[src/design/sem_pkg.sv]
// shared types and constants for the sobel edge magnitude block
`default_nettype none
package sem_pkg;
  localparam int unsigned PixW = 8;
  localparam int unsigned GradW = 11;
  localparam int unsigned EnergyW = 21;
  localparam int unsigned CfgWidthW = 11;
  localparam int unsigned CfgHeightW = 16;
  localparam logic [0:0] RegWidth = 1'b0;
  localparam logic [0:0] RegHeight = 1'b1;

  typedef enum logic [1:0] {
    ST_IDLE,
    ST_READ,
    ST_SQRT,
    ST_OUT
  } state_e;
endpackage
`default_nettype wire

[src/design/sem_isqrt.sv]
// iterative floor square root, one result bit per cycle
`default_nettype none
module sem_isqrt (
  input  wire logic                          clk_i,
  input  wire logic                          rst_ni,
  input  wire logic                          start_i,
  input  wire logic [sem_pkg::EnergyW-1:0]   value_i,
  output logic                               done_o,
  output logic [sem_pkg::PixW-1:0]           root_o
);
  import sem_pkg::*;

  // result fits in 11 bits; 11 steps of one bit each
  localparam int unsigned RootW = 11;

  logic [EnergyW-1:0] rem_q, rem_d;
  logic [EnergyW-1:0] bit_q, bit_d;
  logic [EnergyW-1:0] root_q, root_d;
  logic               busy_q, busy_d;
  logic [EnergyW-1:0] trial;

  always_comb begin
    rem_d  = rem_q;
    bit_d  = bit_q;
    root_d = root_q;
    busy_d = busy_q;
    trial  = root_q + bit_q;
    done_o = 1'b0;
    if (start_i) begin
      rem_d  = value_i;
      bit_d  = EnergyW'(1) << (EnergyW - 1);
      root_d = '0;
      busy_d = 1'b1;
    end else if (busy_q) begin
      if (bit_q == '0) begin
        busy_d = 1'b0;
        done_o = 1'b1;
      end else begin
        if (rem_q >= trial) begin
          rem_d  = rem_q - trial;
          root_d = (root_q >> 1) + bit_q;
        end else begin
          root_d = root_q >> 1;
        end
        bit_d = bit_q >> 2;
      end
    end
  end

  assign root_o = (root_q[RootW-1:PixW] != '0) ? {PixW{1'b1}} : root_q[PixW-1:0];

  always_ff @(posedge clk_i or negedge rst_ni) begin
    if (!rst_ni) begin
      busy_q <= 1'b0;
    end else begin
      busy_q <= busy_d;
    end
  end

  always_ff @(posedge clk_i) begin
    rem_q  <= rem_d;
    bit_q  <= bit_d;
    root_q <= root_d;
  end
endmodule
`default_nettype wire

[config.mk]
export PLATFORM = sky130hd
export DESIGN_NAME = sem_isqrt
export DESIGN_NICKNAME = d
export VERILOG_FILES = /design/src/design/sem_pkg.sv /design/src/design/sem_isqrt.sv
export SDC_FILE = /design/constraint.sdc
export NUM_CORES = 1
export LEC_CHECK = 0
export BUFFER_PORTS_ARGS = -buffer_cell sky130_fd_sc_hd__buf_2
export CAP_MARGIN = 20
export CELL_PAD_IN_SITES_DETAIL_PLACEMENT = 1
export CELL_PAD_IN_SITES_GLOBAL_PLACEMENT = 1
export CORE_ASPECT_RATIO = 0.6
export CORE_MARGIN = 5
export CORE_UTILIZATION = 50
export DETAILED_ROUTE_END_ITERATION = 8
export PLACE_DENSITY_LB_ADDON = 0.1
export SETUP_SLACK_MARGIN = 0.4
export SLEW_MARGIN = 20
export SYNTH_ARGS = -nofsm -noshare
export SYNTH_HDL_FRONTEND = slang
export SYNTH_SLANG_ARGS = --single-unit
[constraint.sdc]
create_clock -name clk_i -period 8.5 [get_ports clk_i]
set_clock_uncertainty 0.1 [all_clocks]
set_input_delay 1.7 -clock clk_i [delete_from_list [all_inputs] [get_ports clk_i]]
set_output_delay 1.7 -clock clk_i [all_outputs]
set_load 0.01 [all_outputs]
==> run metrics <==
CTS Hold Buffers Added=0; final clock period utilization by the worst path=0.6041; Inst Count DP=approximately 670; maximum buffer depth of the clock tree=2; Max Transition Viols Final=0; Clock transition at path regs=0.08 ns; fraction of power consumed by sequential logic=0.255; maximum fanout along the worst path=21; worst ir drop on vdd=0.0002024 V; Final HPWL DP=roughly 10,000 µm; reported max-cap violation count=0; Hold Path Depth=2; power per cell area=roughly 370 nW/µm²; Seq/Total Area, Yosys=0.2887; Ys Warns=0; combinational fraction of design power=0.611; DIE AREA=about 11,000 µm²; vias post-DR=4,366; cell count after synthesis=around 550; worst r2r dst=rem_q[9]; per-cell via count in the routed design=6.402; beginning of the critical path=bit_q[0]; most frequent cells in the layout=61 x sky130_fd_sc_hd__nand2_1, 44 x sky130_fd_sc_hd__nor2_1, 44 x sky130_fd_sc_hd__o21ai_0, 43 x sky130_fd_sc_hd__ha_1, 42 x sky130_fd_sc_hd__nand3_1; global-route wire length before repair=around 23,000 µm; worst setup path class=reg -> reg; global placer's final weighted congestion=0.8901; cell row count=26; share of the synthesized area in the top cell type=0.1427; final setup margin=3.366 ns; # H-tree levels=2; number of cells upsized or downsized after cts=0; part of the total power dissipated in the clock network=0.134; overall overflow remaining after global route=0; vertical die dimension=about 83 µm; final hold violation count=0; unrepaired setup endpoints after global routing=no; sum of negative setup slack=0 ns; reg-to-reg critical path startpoint=bit_q[0]; synthesis-to-layout area growth=8.693%; net count after synthesis=619; HP Start=root_q[0]; detailed-route wire length per cell=around 21 µm; final setup violation count=0; fraction of registers with async set or reset after synthesis=0.01852; transition time of the tightest slew-check pin=0.9292 ns; worst setup slack after placement=3.516 ns; clock tree from TritonCTS=done; via count of the first global-routing pass=4,438; top cells by area, synth=sky130_fd_sc_hd__dfxtp_1 14%, sky130_fd_sc_hd__edfxtp_1 14%, sky130_fd_sc_hd__ha_1 12%, sky130_fd_sc_hd__nand2_1 5.1%, sky130_fd_sc_hd__o21ai_0 4.9%; number of nets at the end of the flow=637; DRT antenna net count=0; All-Layer GR Usage=0.2550; Worst Hold Endpoint=root_q[0]; number of cells on the worst reg-to-reg path=15; critical path arrival=about 5 ns; antenna violations before repair=0; most frequent standard cell in the layout excluding fill and tap cells=sky130_fd_sc_hd__nand2_1; Slew HR=0.3805; number of standard cells in the layout, taps in and fillers out=approximately 680; R2R Setup Slk=3.37 ns; insertion delay to the later sink of the worst-skew pair=0.31 ns; antenna diode count=0; initial DRC count=about 300; FILL cells=1,075; Seq cells post-synth=54; number of library cell types mapped by synthesis=59; achievable clock frequency=194.8 MHz; clock buffer count from CTS=5; switching fraction of total power=0.4897; prevailing post-synth register cell=sky130_fd_sc_hd__dfxtp_1; Synth Cell Area=4491 µm²; Avg Cell Area, Syn=just over 8 µm²; required arrival time at the worst endpoint=8.33 ns; number of design rule violations left after detail routing=0; critical path startpoint category=flip-flop; status=completed; internal power=between 0.0009 and 0.001 W; number of flops mapped to enable cells by yosys=21; floorplan die width=132.3 µm; switching component of the power=between 0.0008 and 0.0009 W; clock root buffer=sky130_fd_sc_hd__clkbuf_16; initial cell density of the core=0.5209; Buffers on Ports=32; crit path capture type=flip-flop; number of buffers added for setup after CTS=0; post-layout minimum cycle time=5.134 ns; largest net degree at the start of global routing=65; Core ar.=approximately 8600 µm²; fraction of final layout cells sized beyond drive strength 1=0.09298; WL final=14,210 µm; HP Class=reg -> reg; number of sinks on the clock net=54; number of I/O pins=33; total iterations of the first detailed-routing run=5; LEAKAGE=2.088 nW; cell taking the most area after synthesis=sky130_fd_sc_hd__dfxtp_1
==> cell families (layout without fill, tap and decap cells) <==
logic type               count (synthesis)  count (layout)  synth area share
adder cells (fa/ha/maj)                 44              44            0.1243
multiplexers                            11              11           0.02508
buffers and inverters                   39              58           0.03566
AO/OA/AOI/OAI                          153             153            0.2173
flip-flops                              54              54            0.2887
AND/OR/NAND/NOR                        205             205            0.2212
XOR/XNOR                                45              45           0.08777
==> power by group through the flow <==
stage | combinational [W] | sequential [W] | clock (W)
2_1_floorplan | 0.000830 | 0.000423 | 0
3_5_place_dp | 0.00107 | 0.000464 | 0
6_report | 0.00111 | 0.000462 | 0.000242
4_1_cts | 0.00109 | 0.000460 | 0.000242
3_3_place_gp | 0.00101 | 0.000459 | 0
5_1_grt | 0.00121 | 0.000473 | 0.000257
==> worst max-delay path by stage <==
| stage | slack, ns | cells after the start | endpoint |
|---|---|---|---|
| finish | 3.37 | 15 | rem_q[9] |
| global route | 3.08 | 15 | rem_q[5] |
| CTS | 3.39 | 15 | rem_q[16] |
| detailed placement | 3.52 | 15 | rem_q[3] |
| global placement | 3.75 | 16 | rem_q[2] |
| floorplan | 4.30 | 16 | rem_q[0] |
==> flip-flops by register name, indices dropped and copies added (netlist names) <==
register / count
root_q: 21
bit_q: 11
rem_q: 21
busy_q: 1
==> Yosys cell counts (2+ instances only) <==
cell and instances:
sky130_fd_sc_hd__a211oi_1 4, sky130_fd_sc_hd__a21boi_0 2, sky130_fd_sc_hd__a21o_1 15, sky130_fd_sc_hd__a21oi_1 32, sky130_fd_sc_hd__a311oi_1 6, sky130_fd_sc_hd__a31o_2 3, sky130_fd_sc_hd__a31oi_1 16, sky130_fd_sc_hd__a32oi_1 5
sky130_fd_sc_hd__and3_1 2, sky130_fd_sc_hd__buf_1 3, sky130_fd_sc_hd__buf_2 5, sky130_fd_sc_hd__clkbuf_1 16, sky130_fd_sc_hd__dfxtp_1 32, sky130_fd_sc_hd__edfxtp_1 21, sky130_fd_sc_hd__ha_1 43, sky130_fd_sc_hd__inv_1 14
sky130_fd_sc_hd__mux2_2 2, sky130_fd_sc_hd__mux2i_1 9, sky130_fd_sc_hd__nand2_1 61, sky130_fd_sc_hd__nand2b_1 15, sky130_fd_sc_hd__nand3_1 42, sky130_fd_sc_hd__nand4_1 5, sky130_fd_sc_hd__nor2_1 44, sky130_fd_sc_hd__nor2b_1 5
sky130_fd_sc_hd__nor3_1 8, sky130_fd_sc_hd__nor4_1 4, sky130_fd_sc_hd__o211ai_1 2, sky130_fd_sc_hd__o21a_1 4, sky130_fd_sc_hd__o21ai_0 44, sky130_fd_sc_hd__o21bai_1 2, sky130_fd_sc_hd__o22ai_1 2, sky130_fd_sc_hd__o31ai_1 5
sky130_fd_sc_hd__or3_1 6, sky130_fd_sc_hd__or4_1 4, sky130_fd_sc_hd__xnor2_1 24, sky130_fd_sc_hd__xor2_1 21
==> routing by layer <==
metal	share of wire	vias to the layer above	routed length (µm)	track usage
li1	-	2066	-	-
met1	0.48	2166	6851	0.3569
met2	0.45	110	6455	0.4052
met3	0.049	24	696	0.04529
met4	0.015	0	210	0.06654
met5	0	-	0	0
==> worst max-delay path, stage by stage (launching register included) <==
cell	delay [ns]
sky130_fd_sc_hd__dfxtp_1	0.35
sky130_fd_sc_hd__ha_1	0.24
sky130_fd_sc_hd__ha_1	0.22
sky130_fd_sc_hd__a21o_1	0.21
sky130_fd_sc_hd__a31oi_1	0.32
sky130_fd_sc_hd__o21ai_0	0.14
sky130_fd_sc_hd__a21oi_1	0.23
sky130_fd_sc_hd__nor2b_1	0.10
sky130_fd_sc_hd__xnor2_1	0.13
sky130_fd_sc_hd__ha_1	0.47
sky130_fd_sc_hd__nand3_2	0.18
sky130_fd_sc_hd__nor4_2	0.31
sky130_fd_sc_hd__o31ai_1	0.21
sky130_fd_sc_hd__a21o_1	0.24
sky130_fd_sc_hd__nand3_1	0.45
sky130_fd_sc_hd__a21o_1	0.83
==> final cells by class <==
cell class | count | area [µm²] | area share
clock buffers | 8 | 167.7 | 0.03435
inverters | 14 | 52.55 | 0.01077
multi-input cells | 458 | 3034 | 0.6216
flip-flops and latches | 54 | 1296 | 0.2656
well taps | 112 | 140.1 | 0.02871
repair buffers | 36 | 190.2 | 0.03896
==> through the flow <==
stage / hold slack, ns / area (µm²) / utilization / power, W
after global routing: 0.4480 / 4881 / 0.5662 / 0.001942
after floorplan: 0.3432 / 4491 / - / 0.001253
after CTS: 0.4024 / 4881 / 0.5662 / 0.001794
after global placement: 0.3616 / 4713 / 0.5467 / 0.001472
final: 0.4008 / 4881 / 0.5662 / 0.001809
after detailed placement: 0.3893 / 4713 / 0.5467 / 0.001532
Power figures use the tool's default switching activity.
